==> src/rtl/core/fmtp_pkg.sv <==
`default_nettype none

package fmtp_pkg;

   localparam logic [7:0] CHAR_ZERO  = 8'h30;
   localparam logic [7:0] CHAR_NINE  = 8'h39;
   localparam logic [7:0] CHAR_SLASH = 8'h2F;
   localparam logic [7:0] CHAR_COMMA = 8'h2C;
   localparam logic [7:0] CHAR_SEMI  = 8'h3B;

   typedef enum logic [1:0] {
      KIND_FRACTION = 2'd0,
      KIND_DONE     = 2'd1,
      KIND_ERROR    = 2'd2
   } kind_type;

   typedef enum logic [1:0] {
      ERR_INDEX          = 2'd0,
      ERR_ROW_WIDTH      = 2'd1,
      ERR_LAST_ROW_WIDTH = 2'd2,
      ERR_ROW_COUNT      = 2'd3
   } err_type;

   typedef enum logic {
      REG_EXPECTED_ROWS = 1'b0,
      REG_EXPECTED_COLS = 1'b1
   } reg_index_type;

   typedef struct packed {
      logic [7:0] char_code;
      logic       final_char;
   } req_type;

   typedef struct packed {
      logic [1:0]  kind;
      logic [7:0]  row;
      logic [7:0]  col;
      logic [31:0] numerator;
      logic [31:0] denominator;
      logic [1:0]  error_code;
      logic        last_of_run;
   } rsp_type;

   // limits in use, already clamped to the build maximums
   typedef struct packed {
      logic [8:0] rows;
      logic [8:0] cols;
   } lim_type;

   // up to two results per character, first slot goes out first
   typedef struct packed {
      logic    a_valid;
      rsp_type a;
      logic    b_valid;
      rsp_type b;
   } push_type;

   function automatic logic [31:0] mul10_add(input logic [31:0] acc, input logic [3:0] digit);
      mul10_add = {acc[28:0], 3'b000} + {acc[30:0], 1'b0} + {28'd0, digit};
   endfunction

endpackage

`default_nettype wire

==> src/rtl/core/fmtp_csr.sv <==
`default_nettype none

module fmtp_csr
   import fmtp_pkg::*;
#(
   parameter int MAX_ROWS = 256,
   parameter int MAX_COLS = 256
) (
   input  wire logic        clock,
   input  wire logic        reset,
   input  wire logic        psel,
   input  wire logic        penable,
   input  wire logic        pwrite,
   input  wire logic [2:0]  paddr,
   input  wire logic [31:0] pwdata,
   output logic [31:0]      prdata,
   output logic             pready,
   output lim_type          lim
);

   localparam logic [8:0] ROWS_CAP = (MAX_ROWS > 511) ? 9'h1FF : 9'(MAX_ROWS);
   localparam logic [8:0] COLS_CAP = (MAX_COLS > 511) ? 9'h1FF : 9'(MAX_COLS);

   logic [8:0]    rows_ff, rows_in;
   logic [8:0]    cols_ff, cols_in;
   logic          wr_en;
   reg_index_type idx;

   assign pready = 1'b1;
   assign idx    = reg_index_type'(paddr[2]);
   assign wr_en  = psel && penable && pwrite;

   always_comb begin
      rows_in = rows_ff;
      cols_in = cols_ff;
      prdata  = '0;
      unique case (idx)
         REG_EXPECTED_ROWS: begin
            prdata = {23'd0, rows_ff};
            if (wr_en) rows_in = pwdata[8:0];
         end
         REG_EXPECTED_COLS: begin
            prdata = {23'd0, cols_ff};
            if (wr_en) cols_in = pwdata[8:0];
         end
      endcase
   end

   always_ff @(posedge clock) begin
      if (reset) begin
         rows_ff <= 9'd1;
         cols_ff <= 9'd1;
      end else begin
         rows_ff <= rows_in;
         cols_ff <= cols_in;
      end
   end

   assign lim.rows = (rows_ff < ROWS_CAP) ? rows_ff : ROWS_CAP;
   assign lim.cols = (cols_ff < COLS_CAP) ? cols_ff : COLS_CAP;

endmodule

`default_nettype wire

==> src/rtl/core/fmtp_parse.sv <==
`default_nettype none

module fmtp_parse
   import fmtp_pkg::*;
(
   input  wire logic    clock,
   input  wire logic    reset,
   input  wire logic    req_valid,
   input  wire req_type req_data,
   output logic         req_stall,
   input  wire lim_type lim,
   input  wire logic    queue_room,
   output push_type     push
);

   logic        in_valid_ff, in_valid_in;
   req_type     in_data_ff, in_data_in;

   logic [8:0]  row_ff, row_in;
   logic [8:0]  col_ff, col_in;
   logic [31:0] num_ff, num_in;
   logic [31:0] den_ff, den_in;
   logic        reading_num_ff, reading_num_in;
   logic        digit_seen_ff, digit_seen_in;
   logic        discard_ff, discard_in;

   logic        process;
   logic        accept;
   logic [7:0]  ch;
   logic        fin;
   logic        is_digit;
   logic [3:0]  digit;
   logic [31:0] acc_next;
   logic        close;
   logic        err;
   logic [9:0]  parsed;

   assign process   = in_valid_ff && queue_room;
   assign req_stall = in_valid_ff && !queue_room;
   assign accept    = req_valid && !req_stall;

   assign ch       = in_data_ff.char_code;
   assign fin      = in_data_ff.final_char;
   assign is_digit = (ch >= CHAR_ZERO) && (ch <= CHAR_NINE);
   assign digit    = 4'(ch - CHAR_ZERO);
   assign acc_next = mul10_add(reading_num_ff ? num_ff : den_ff, digit);

   always_comb begin
      in_valid_in = in_valid_ff;
      in_data_in  = in_data_ff;
      if (accept) begin
         in_valid_in = 1'b1;
         in_data_in  = req_data;
      end else if (process) begin
         in_valid_in = 1'b0;
      end
   end

   always_comb begin
      row_in         = row_ff;
      col_in         = col_ff;
      num_in         = num_ff;
      den_in         = den_ff;
      reading_num_in = reading_num_ff;
      digit_seen_in  = digit_seen_ff;
      discard_in     = discard_ff;
      push           = '0;
      err            = 1'b0;
      close          = 1'b0;
      parsed         = '0;

      if (process && !discard_ff) begin
         if (is_digit) begin
            digit_seen_in = 1'b1;
            if (reading_num_ff) num_in = acc_next;
            else                den_in = acc_next;
         end else if (ch == CHAR_SLASH) begin
            reading_num_in = 1'b0;
         end

         close = (ch == CHAR_COMMA) || (ch == CHAR_SEMI) || fin;
         if (close) begin
            if (digit_seen_in) begin
               push.a_valid = 1'b1;
               if (row_ff >= lim.rows || col_ff >= lim.cols) begin
                  push.a.kind       = KIND_ERROR;
                  push.a.error_code = ERR_INDEX;
                  err               = 1'b1;
               end else begin
                  push.a.kind        = KIND_FRACTION;
                  push.a.row         = row_ff[7:0];
                  push.a.col         = col_ff[7:0];
                  push.a.numerator   = num_in;
                  push.a.denominator = reading_num_in ? 32'd1 : den_in;
                  col_in             = col_ff + 9'd1;
               end
            end
            num_in         = '0;
            den_in         = '0;
            reading_num_in = 1'b1;
            digit_seen_in  = 1'b0;
         end

         if (ch == CHAR_SEMI && !err) begin
            if (col_in != lim.cols) begin
               push.b_valid      = 1'b1;
               push.b.kind       = KIND_ERROR;
               push.b.error_code = ERR_ROW_WIDTH;
               err               = 1'b1;
            end else begin
               if (row_ff != 9'h1FF) row_in = row_ff + 9'd1;
               col_in = '0;
            end
         end

         if (fin && !err) begin
            parsed       = {1'b0, row_in} + {9'd0, col_in != 9'd0};
            push.b_valid = 1'b1;
            if (col_in != 9'd0 && col_in != lim.cols) begin
               push.b.kind       = KIND_ERROR;
               push.b.error_code = ERR_LAST_ROW_WIDTH;
            end else if (parsed != {1'b0, lim.rows}) begin
               push.b.kind       = KIND_ERROR;
               push.b.error_code = ERR_ROW_COUNT;
            end else begin
               push.b.kind = KIND_DONE;
            end
         end

         if (!fin && err) discard_in = 1'b1;

         push.a.last_of_run = !push.b_valid;
         push.b.last_of_run = 1'b1;
      end

      // end of text: return to the reset state for the next matrix
      if (process && fin) begin
         row_in         = '0;
         col_in         = '0;
         num_in         = '0;
         den_in         = '0;
         reading_num_in = 1'b1;
         digit_seen_in  = 1'b0;
         discard_in     = 1'b0;
      end
   end

   always_ff @(posedge clock) begin
      if (reset) begin
         in_valid_ff    <= 1'b0;
         row_ff         <= '0;
         col_ff         <= '0;
         num_ff         <= '0;
         den_ff         <= '0;
         reading_num_ff <= 1'b1;
         digit_seen_ff  <= 1'b0;
         discard_ff     <= 1'b0;
      end else begin
         in_valid_ff    <= in_valid_in;
         row_ff         <= row_in;
         col_ff         <= col_in;
         num_ff         <= num_in;
         den_ff         <= den_in;
         reading_num_ff <= reading_num_in;
         digit_seen_ff  <= digit_seen_in;
         discard_ff     <= discard_in;
      end
   end

   always_ff @(posedge clock) begin
      in_data_ff <= in_data_in;
   end

endmodule

`default_nettype wire

==> src/rtl/core/fmtp_rsp_queue.sv <==
`default_nettype none

module fmtp_rsp_queue
   import fmtp_pkg::*;
(
   input  wire logic     clock,
   input  wire logic     reset,
   input  wire push_type push,
   output logic          queue_room,
   output logic          rsp_valid,
   output rsp_type       rsp_data,
   input  wire logic     rsp_stall
);

   localparam int DEPTH = 4;
   localparam int PW    = $clog2(DEPTH);
   localparam int CW    = $clog2(DEPTH + 1);

   rsp_type         mem_ff [DEPTH];
   logic [PW-1:0]   wr_ptr_ff, wr_ptr_in;
   logic [PW-1:0]   rd_ptr_ff, rd_ptr_in;
   logic [CW-1:0]   count_ff, count_in;
   logic            pop;
   logic            wr_first;
   logic            wr_second;
   rsp_type         first;
   logic [PW-1:0]   wr_next;

   assign pop        = rsp_valid && !rsp_stall;
   assign rsp_valid  = count_ff != '0;
   assign rsp_data   = mem_ff[rd_ptr_ff];
   // room for a full pair of results
   assign queue_room = count_ff <= CW'(DEPTH - 2);

   assign wr_first  = push.a_valid || push.b_valid;
   assign wr_second = push.a_valid && push.b_valid;
   assign first     = push.a_valid ? push.a : push.b;
   assign wr_next   = wr_ptr_ff + PW'(1);

   always_comb begin
      wr_ptr_in = wr_ptr_ff + PW'(wr_first) + PW'(wr_second);
      rd_ptr_in = rd_ptr_ff + PW'(pop);
      count_in  = count_ff + CW'(wr_first) + CW'(wr_second) - CW'(pop);
   end

   always_ff @(posedge clock) begin
      if (reset) begin
         wr_ptr_ff <= '0;
         rd_ptr_ff <= '0;
         count_ff  <= '0;
      end else begin
         wr_ptr_ff <= wr_ptr_in;
         rd_ptr_ff <= rd_ptr_in;
         count_ff  <= count_in;
      end
   end

   always_ff @(posedge clock) begin
      if (wr_first)  mem_ff[wr_ptr_ff] <= first;
      if (wr_second) mem_ff[wr_next]   <= push.b;
   end

endmodule

`default_nettype wire

==> src/rtl/core/fraction_matrix_text_parser.sv <==
// A result passes through the input register, then the four-entry result queue,
// before it leaves.
// Throughput: one character per cycle while the result side keeps up; a
// character that closes an entry and ends the text, or a row of wrong width, can give two results.
// Reset (synchronous): parse state cleared, both size registers set to 1.
`default_nettype none

module fraction_matrix_text_parser
   import fmtp_pkg::*;
#(
   parameter int MAX_ROWS = 256,
   parameter int MAX_COLS = 256
) (
   input  wire logic        clock,
   input  wire logic        reset,
   input  wire logic        req_valid,
   input  wire req_type     req_data,
   output logic             req_stall,
   output logic             rsp_valid,
   output rsp_type          rsp_data,
   input  wire logic        rsp_stall,
   input  wire logic        psel,
   input  wire logic        penable,
   input  wire logic        pwrite,
   input  wire logic [2:0]  paddr,
   input  wire logic [31:0] pwdata,
   output logic [31:0]      prdata,
   output logic             pready
);

   lim_type  lim;
   push_type push;
   logic     queue_room;

   fmtp_csr #(
      .MAX_ROWS(MAX_ROWS),
      .MAX_COLS(MAX_COLS)
   ) u_csr (
      .clock  (clock),
      .reset  (reset),
      .psel   (psel),
      .penable(penable),
      .pwrite (pwrite),
      .paddr  (paddr),
      .pwdata (pwdata),
      .prdata (prdata),
      .pready (pready),
      .lim    (lim)
   );

   fmtp_parse u_parse (
      .clock     (clock),
      .reset     (reset),
      .req_valid (req_valid),
      .req_data  (req_data),
      .req_stall (req_stall),
      .lim       (lim),
      .queue_room(queue_room),
      .push      (push)
   );

   fmtp_rsp_queue u_queue (
      .clock     (clock),
      .reset     (reset),
      .push      (push),
      .queue_room(queue_room),
      .rsp_valid (rsp_valid),
      .rsp_data  (rsp_data),
      .rsp_stall (rsp_stall)
   );

endmodule

`default_nettype wire
==> config.mk <==
export PLATFORM = sky130hd
export DESIGN_NAME = fraction_matrix_text_parser
export DESIGN_NICKNAME = d
export VERILOG_FILES = /design/src/rtl/core/fmtp_pkg.sv /design/src/rtl/core/fmtp_csr.sv /design/src/rtl/core/fmtp_parse.sv /design/src/rtl/core/fmtp_rsp_queue.sv /design/src/rtl/core/fraction_matrix_text_parser.sv
export SDC_FILE = /design/constraint.sdc
export NUM_CORES = 1
export LEC_CHECK = 0
export BUFFER_PORTS_ARGS = -buffer_cell sky130_fd_sc_hd__buf_4
export CAP_MARGIN = 20
export CORE_MARGIN = 1.5
export CORE_UTILIZATION = 53
export CTS_CLUSTER_SIZE = 20
export DETAILED_ROUTE_END_ITERATION = 10
export PLACE_DENSITY = 0.77
export REMOVE_ABC_BUFFERS = 1
export SYNTH_ARGS = -nofsm -noshare
export SYNTH_HDL_FRONTEND = slang
export SYNTH_HIERARCHICAL = 1
export SYNTH_SLANG_ARGS = --single-unit
==> constraint.sdc <==
create_clock -name clock -period 27.2 [get_ports clock]
set_clock_uncertainty 0.1 [all_clocks]
set_input_delay 2.72 -clock clock [delete_from_list [all_inputs] [get_ports clock]]
set_output_delay 2.72 -clock clock [all_outputs]
set_load 0.01 [all_outputs]
==> results of run 1 <==
==> metal layers <==
metal	GRT usage	vias to the layer above	part of all wire
met5	0	-	0
met4	0.125	0	0.038
met3	0.0381	221	0.078
met2	0.480	1161	0.50
met1	0.340	11000	0.39
li1	-	10200	-
==> sequential cells by signal, summed over array words and instances (netlist names), 2 cells and up <==
signal             cells
u_parse/row_ff         9
u_parse/den_ff        32
u_parse/col_ff         9
u_queue/rd_ptr_ff      2
u_queue/mem_ff       340
u_parse/num_ff        32
u_csr/rows_ff          9
u_csr/cols_ff          9
u_parse/ch             8
u_queue/count_ff       3
u_queue/wr_ptr_ff      2
==> area by class of cell <==
cell class / count / share of cell area
tap: 688 / 0.0277
inverter: 47 / 0.00568
timing repair buffer: 160 / 0.0391
sequential: 460 / 0.409
clock buffer: 70 / 0.0474
clock inverter: 22 / 0.00660
multi-input combinational: 1964 / 0.464
==> worst max-delay path: cells and delay by family, from the launching register on <==
family,cells,cell delay (ns)
and+or+nand+nor,7,2.16
DFF,1,0.44
xor gates and xnor gates,1,0.25
buffers and inverters,4,1.52
adders and majority gates,2,0.64
muxes,1,0.21
AOI/OAI and AO/OA,6,2.38
==> how the worst min path moves through the flow <==
stage,start,to,cells past startpoint
2_1_floorplan,u_parse/discard_ff$_SDFFE_PP0P_,u_parse/discard_ff$_SDFFE_PP0P_,2
3_3_place_gp,u_parse/num_ff[22]$_SDFFE_PP0P_,u_parse/num_ff[22]$_SDFFE_PP0P_,2
3_5_place_dp,u_parse/discard_ff$_SDFFE_PP0P_,u_parse/discard_ff$_SDFFE_PP0P_,2
4_1_cts,u_parse/discard_ff$_SDFFE_PP0P_,u_parse/discard_ff$_SDFFE_PP0P_,2
5_1_grt,u_parse/discard_ff$_SDFFE_PP0P_,u_parse/discard_ff$_SDFFE_PP0P_,2
6_report,u_parse/discard_ff$_SDFFE_PP0P_,u_parse/discard_ff$_SDFFE_PP0P_,2
==> layout by cell type (no fill, tap or decap), types with 6 or more instances in the layout <==
cell / n
clkbuf_16: 55
and3_1: 31
a21oi_1: 106
o21a_1: 10
nor4_1: 6
xor2_1: 18
buf_4: 159
o221ai_1: 340
nand3_1: 25
nor2b_1: 32
or3_1: 6
clkbuf_1: 11
nor3_1: 23
a21o_1: 13
o21ai_0: 26
conb_1: 107
nand4_1: 7
nand2b_1: 208
xnor2_1: 45
and2_1: 9
ha_1: 84
inv_1: 47
dfxtp_1: 108
a31oi_1: 7
clkinvlp_4: 6
mux2i_1: 27
mux2_2: 41
a211oi_1: 11
a22oi_1: 63
edfxtp_1: 349
nor2_1: 139
nand2_1: 378
o211ai_1: 8
mux4_2: 85
==> cell families after synthesis <==
kind of cell,count (synthesis),share of synthesized area
XOR/XNOR,64,0.0201
flip-flops,460,0.444
AND/OR/NAND/NOR,903,0.155
other,3,0.000394
multiplexers,155,0.0939
AO/OA/AOI/OAI,646,0.178
buffers and inverters,366,0.0678
adder cells (fa/ha/maj),89,0.0403
==> power by group through the flow <==
stage	logic (mW)	clock network (mW)	registers [mW]
after floorplan	0.235	0	0.836
after global placement	0.402	0	0.820
after detailed placement	0.406	0	0.821
after CTS	0.408	0.699	0.806
after global routing	0.436	0.727	0.809
final	0.410	0.692	0.806
==> flow_metrics.tcl, run 1 <==
set metrics [dict create \
    cts_tree "built" \
    min_period_over_period 0.300 \
    async_flop_share 0 \
    slew_viol_final 0 \
    pwr-share-seq 0.422 \
    post_cts_resize_count 0 \
    cp.arrival_ns 8.25 \
    pre_cts_ws_ns 19.24 \
    yosysTopAreaCell "edfxtp_1" \
    cp-end-kind "flop" \
    ctsLongestPathBuffers 3 \
    p_switching_uw 533 \
    portBuffers 121 \
    fin_ws_ns 19.05 \
    finalNetCount 2822 \
    drtIter0Drc 2168 \
    startpoint "u_csr/cols_ff[8]$_SDFFE_PP0P_" \
    ys_seq_area_frac 0.444 \
    final-seq-area_sq_um 12700 \
    reg2reg_depth 21 \
    gp_congestion 0.912 \
    overflow 0 \
    grt_max_degree 79 \
    critPathSlowestCell "and3b_2" \
    clock_power_share 0.363 \
    p_comb_frac 0.215 \
    cts-root-buf "clkbuf_16" \
    synth_common_cells "379 x nand2_1, 349 x edfxtp_1, 340 x o221ai_1" \
    dr.pass1.iters 6 \
    die_x_microns 235 \
    yosysMostFrequentCell "nand2_1" \
    cts_htree_levels 2 \
    synth-edff-count 349 \
    ant_nets 0 \
    clkSinkCount 460 \
    synth_flop_cell "edfxtp_1" \
    multi_input_area_sq_um 14400 \
    final_cells 3411 \
    coreArea_sq_um 53000 \
    grt_use_total 0.275 \
    max_slew.worst_pin.slew_ns 1.06 \
    worstHoldPathType "flop to flop" \
    cp.required_ns 27.30 \
    switching_share 0.280 \
    dpl_cell_area_sq_um 29400 \
    dpl.cell_count 3318 \
    layout-drive-gt1-share 0.152 \
    maxCapViolCount 0 \
    wl_per_cell_microns 22.8 \
    rows 84 \
    grt_pass1_vias 22600 \
    die_area_sq_um 55400 \
    power_mw 1.91 \
    cts_hold_buf 0 \
    avgSynthCellArea_sq_um 10.6 \
    status "completed" \
    endpoint "u_queue/mem_ff[2][67]$_DFFE_PP_" \
    ff2ff_setup_slack_ns 19.05 \
    p_per_area_nw_per_um2 61.4 \
    crit_fanout 48 \
    finish.utilization 0.587 \
    start_kind "flop" \
    regToRegEndpoint "u_queue/mem_ff[2][67]$_DFFE_PP_" \
    critPathMostFrequentCell "buf_4" \
    synth_cells 2686 \
    clk_pin_slew_ns 0.06 \
    area.growth.synth_to_final_pct 8.67 \
    cp_cell_sequence "nor2b_1 -> inv_1 -> ha_1 -> o21ai_0 -> nor2_1 -> a221o_1 -> a21oi_1 -> buf_4 -> ha_1 -> mux2i_4 -> xnor2_1 -> nor3_1 -> o2111ai_2 -> nor2_1 -> nand2_1 -> nand2_1 -> a21oi_1 -> buf_4 -> and3b_2 -> a221o_4 -> buf_4" \
    power_leakage_nw 10.9 \
    ir_drop_uv 43.5 \
    max_slew_margin 0.297 \
    diodes 0 \
    yosysWarningCount 6 \
    clock_latency_ns 0.60 \
    r2r_start "u_csr/cols_ff[8]$_SDFFE_PP0P_" \
    setup_viol 0 \
    fin_tns_setup_ns 0 \
    fin_crit_ns 8.15 \
    synth-seq-cells 460 \
    drc_errors 0 \
    syn_area_sq_um 28600 \
    fp.dieH_microns 235 \
    hold_ws_ns 0.382 \
    cts_made_buffers 49 \
    grt_pass1_wl_mm 122 \
    worstSetupPathType "flop to flop" \
    synthTopCellsByArea "edfxtp_1 37%, o221ai_1 10%, dfxtp_1 7.8%" \
    start_util 0.540 \
    vias 22600 \
    rsz0062_at_grt "no" \
    routed_wl_mm 77.9 \
    fmax_mhz 123 \
    ios 171 \
    dp_hpwl_mm 47.9 \
    synth_top_area_frac 0.367 \
    yosysUniqueCellTypes 95 \
    cpPeakStageDelay_ns 0.94 \
    final_area_sq_um 31100 \
    p_int_mw 1.37 \
    drt-vias-per-instance 6.63 \
    post_cts_buffers 0 \
    final_hold_viol_count 0 \
    fillers 4280 \
    antenna_found_initial 0 \
]
Note: power is estimated with default switching activity, not from simulation.
==> run 2, diff against run 1 <==
clock period = 7.6 ns   (was 27.2 ns; I/O delays follow)
==> run 2 against run 1 <==
Die area unchanged. Sequential share of layout area fell by 0.32 points. Non-clock buffer count grew 18. Worst setup slack worse by 18 ns. Register-to-register slack worse by 18 ns. Clock power rose to 3.6 times the previous value. Global-route usage up 1.1 points.
==> flow_metrics.tcl, run 2 (same netlist as run 1, synthesis figures left out) <==
set metrics [dict create \
    multi_input_area_sq_um 14400 \
    start_kind "flop" \
    worstHoldPathType "primary input to flop" \
    final-seq-area_sq_um 12700 \
    final_hold_viol_count 0 \
    largest_reg_flops 340 \
    wl_per_cell_microns 23.6 \
    grt_max_degree 127 \
    min_period_over_period 0.923 \
    fmax_mhz 143 \
    gp_congestion 0.902 \
    vias 23000 \
    final_common_cell "nand2_1" \
    overflow 0 \
    status "completed" \
    critPathMostFrequentCell "ha_1" \
    grt_pass1_vias 23100 \
    rows 84 \
    p_per_area_nw_per_um2 219 \
    cts_htree_levels 2 \
    pre_cts_ws_ns 0.345 \
    clk_pin_slew_ns 0.06 \
    rsz0062_at_grt "no" \
    maxCapViolCount 0 \
    finish.utilization 0.591 \
    final_cell_mix "378 x nand2_1, 349 x edfxtp_1, 340 x o221ai_1" \
    slew_viol_final 0 \
    clkSinkCount 460 \
    cp.required_ns 7.94 \
    fin_ws_ns 0.586 \
    grt_use_total 0.287 \
    area.growth.synth_to_final_pct 9.53 \
    grt_pass1_wl_mm 127 \
    ctsLongestPathBuffers 3 \
    diodes 0 \
    cts-root-buf "clkbuf_16" \
    cp.arrival_ns 7.35 \
    max_slew_margin 0.273 \
    worstSetupPathType "flop to flop" \
    drtIter0Drc 2339 \
    cts_tree "built" \
    setup_viol 0 \
    cpPeakStageDelay_ns 0.45 \
    cp-end-kind "flop" \
    layout-drive-gt1-share 0.162 \
    ant_nets 0 \
    start_util 0.540 \
    max_slew.worst_pin.slew_ns 1.09 \
    fp.dieH_microns 235 \
    post_cts_buffers 0 \
    fin_crit_ns 7.01 \
    antenna_found_initial 1 \
    cts_made_buffers 50 \
    cp_num_buf_inv 1 \
    dr.pass1.iters 6 \
    coreArea_sq_um 53000 \
    largest_register "u_queue/mem_ff" \
    ir_drop_uv 173 \
    crit_fanout 12 \
    routed_wl_mm 81.1 \
    portBuffers 121 \
    fillers 4239 \
    power_leakage_nw 11.1 \
    finalNetCount 2841 \
    ios 171 \
    die_area_sq_um 55400 \
    cp_top_family "compound AO/OA/AOI/OAI gates" \
    clock_latency_ns 0.62 \
    drc_errors 0 \
    die_x_microns 235 \
    dp_hpwl_mm 48.8 \
    hold_ws_ns 0.233 \
    top_regs "u_queue/mem_ff (340), u_parse/den_ff (32), u_parse/num_ff (32)" \
    drt-vias-per-instance 6.71 \
    critPathSlowestCell "dfxtp_1" \
]
-- run 2: cell types whose count changed in the layout (fill, tap and decap cells not counted), sizes merged --
cell,change
buf,+18
clkbuf,-9
clkinv,+8
inv,+4
clkinvlp,-2
bufinv,+1
-- run 2: final timing paths --
| kind | from | end | slack, ns | depth (start not counted) |
|---|---|---|---|---|
| max | u_csr/rows_ff[8]$_SDFFE_PP0P_ | u_queue/mem_ff[3][83]$_DFFE_PP_ | 0.59 | 27 |
| min | req_data[5] | u_parse/ch[4]$_DFFE_PP_ | 0.23 | 1 |
| min reg2reg | u_parse/num_ff[22]$_SDFFE_PP0P_ | u_parse/num_ff[22]$_SDFFE_PP0P_ | 0.37 | 2 |
| max reg2reg | u_csr/rows_ff[8]$_SDFFE_PP0P_ | u_queue/mem_ff[3][83]$_DFFE_PP_ | 0.59 | 27 |
-- run 2: metal layers --
layer	track usage	wire, microns	vias to the layer above
li1	-	-	10200
met1	0.358	30700	11200
met2	0.487	40000	1318
met3	0.0466	7130	262
met4	0.137	3270	0
met5	0	0	-
-- run 2: repair_timing --
action / CTS / global route
hold buffers: 0 / 0
setup endpoints to repair: 0 / 16
gates resized for setup: 0 / 3
-- run 2: final cells by class --
class | count | area share
multi-input combinational | 1964 | 0.461
sequential | 460 | 0.406
timing repair buffer | 178 | 0.0463
clock buffer | 61 | 0.0432
tap | 688 | 0.0275
clock inverter | 33 | 0.0104
inverter | 47 | 0.00563
-- run 2: power by group --
group          internal (mW)  switching, mW
sequential              2.81          0.113
clock                   1.42           1.08
combinational          0.662          0.784
-- run 2: worst reg2reg max path, cell delays in order (launching register included) --
cell and delay, ns:
dfxtp_1 0.45, nor2b_2 0.31, inv_1 0.13, ha_1 0.33
and3_1 0.18, a221oi_1 0.37, o21ai_2 0.21, a21oi_1 0.25
ha_1 0.29, mux2i_4 0.19, xnor2_1 0.14, a2111o_1 0.45
a2111oi_4 0.34, and4_1 0.35, nor2_1 0.11, ha_1 0.26
ha_1 0.24, xor2_1 0.16, xnor2_1 0.20, a31oi_1 0.09
nor4b_2 0.30, nand2b_1 0.08, mux2i_1 0.14, o2111ai_1 0.24
nor3b_2 0.32, nor3b_2 0.29, nand2_1 0.13, o221ai_1 0.19
-- run 2: per-stage QoR --
stage                     total power, mW  instance area [sq um]  setup TNS [ns]  cells
after floorplan                      3.83                  27200        -1250.11   2471
after global placement               4.38                  29600               0   3336
after detailed placement             4.40                  29600               0   3336
after CTS                            6.88                  31300               0   3430
after global routing                 7.11                  31300               0   3431
final                                6.86                  31300               0   3431
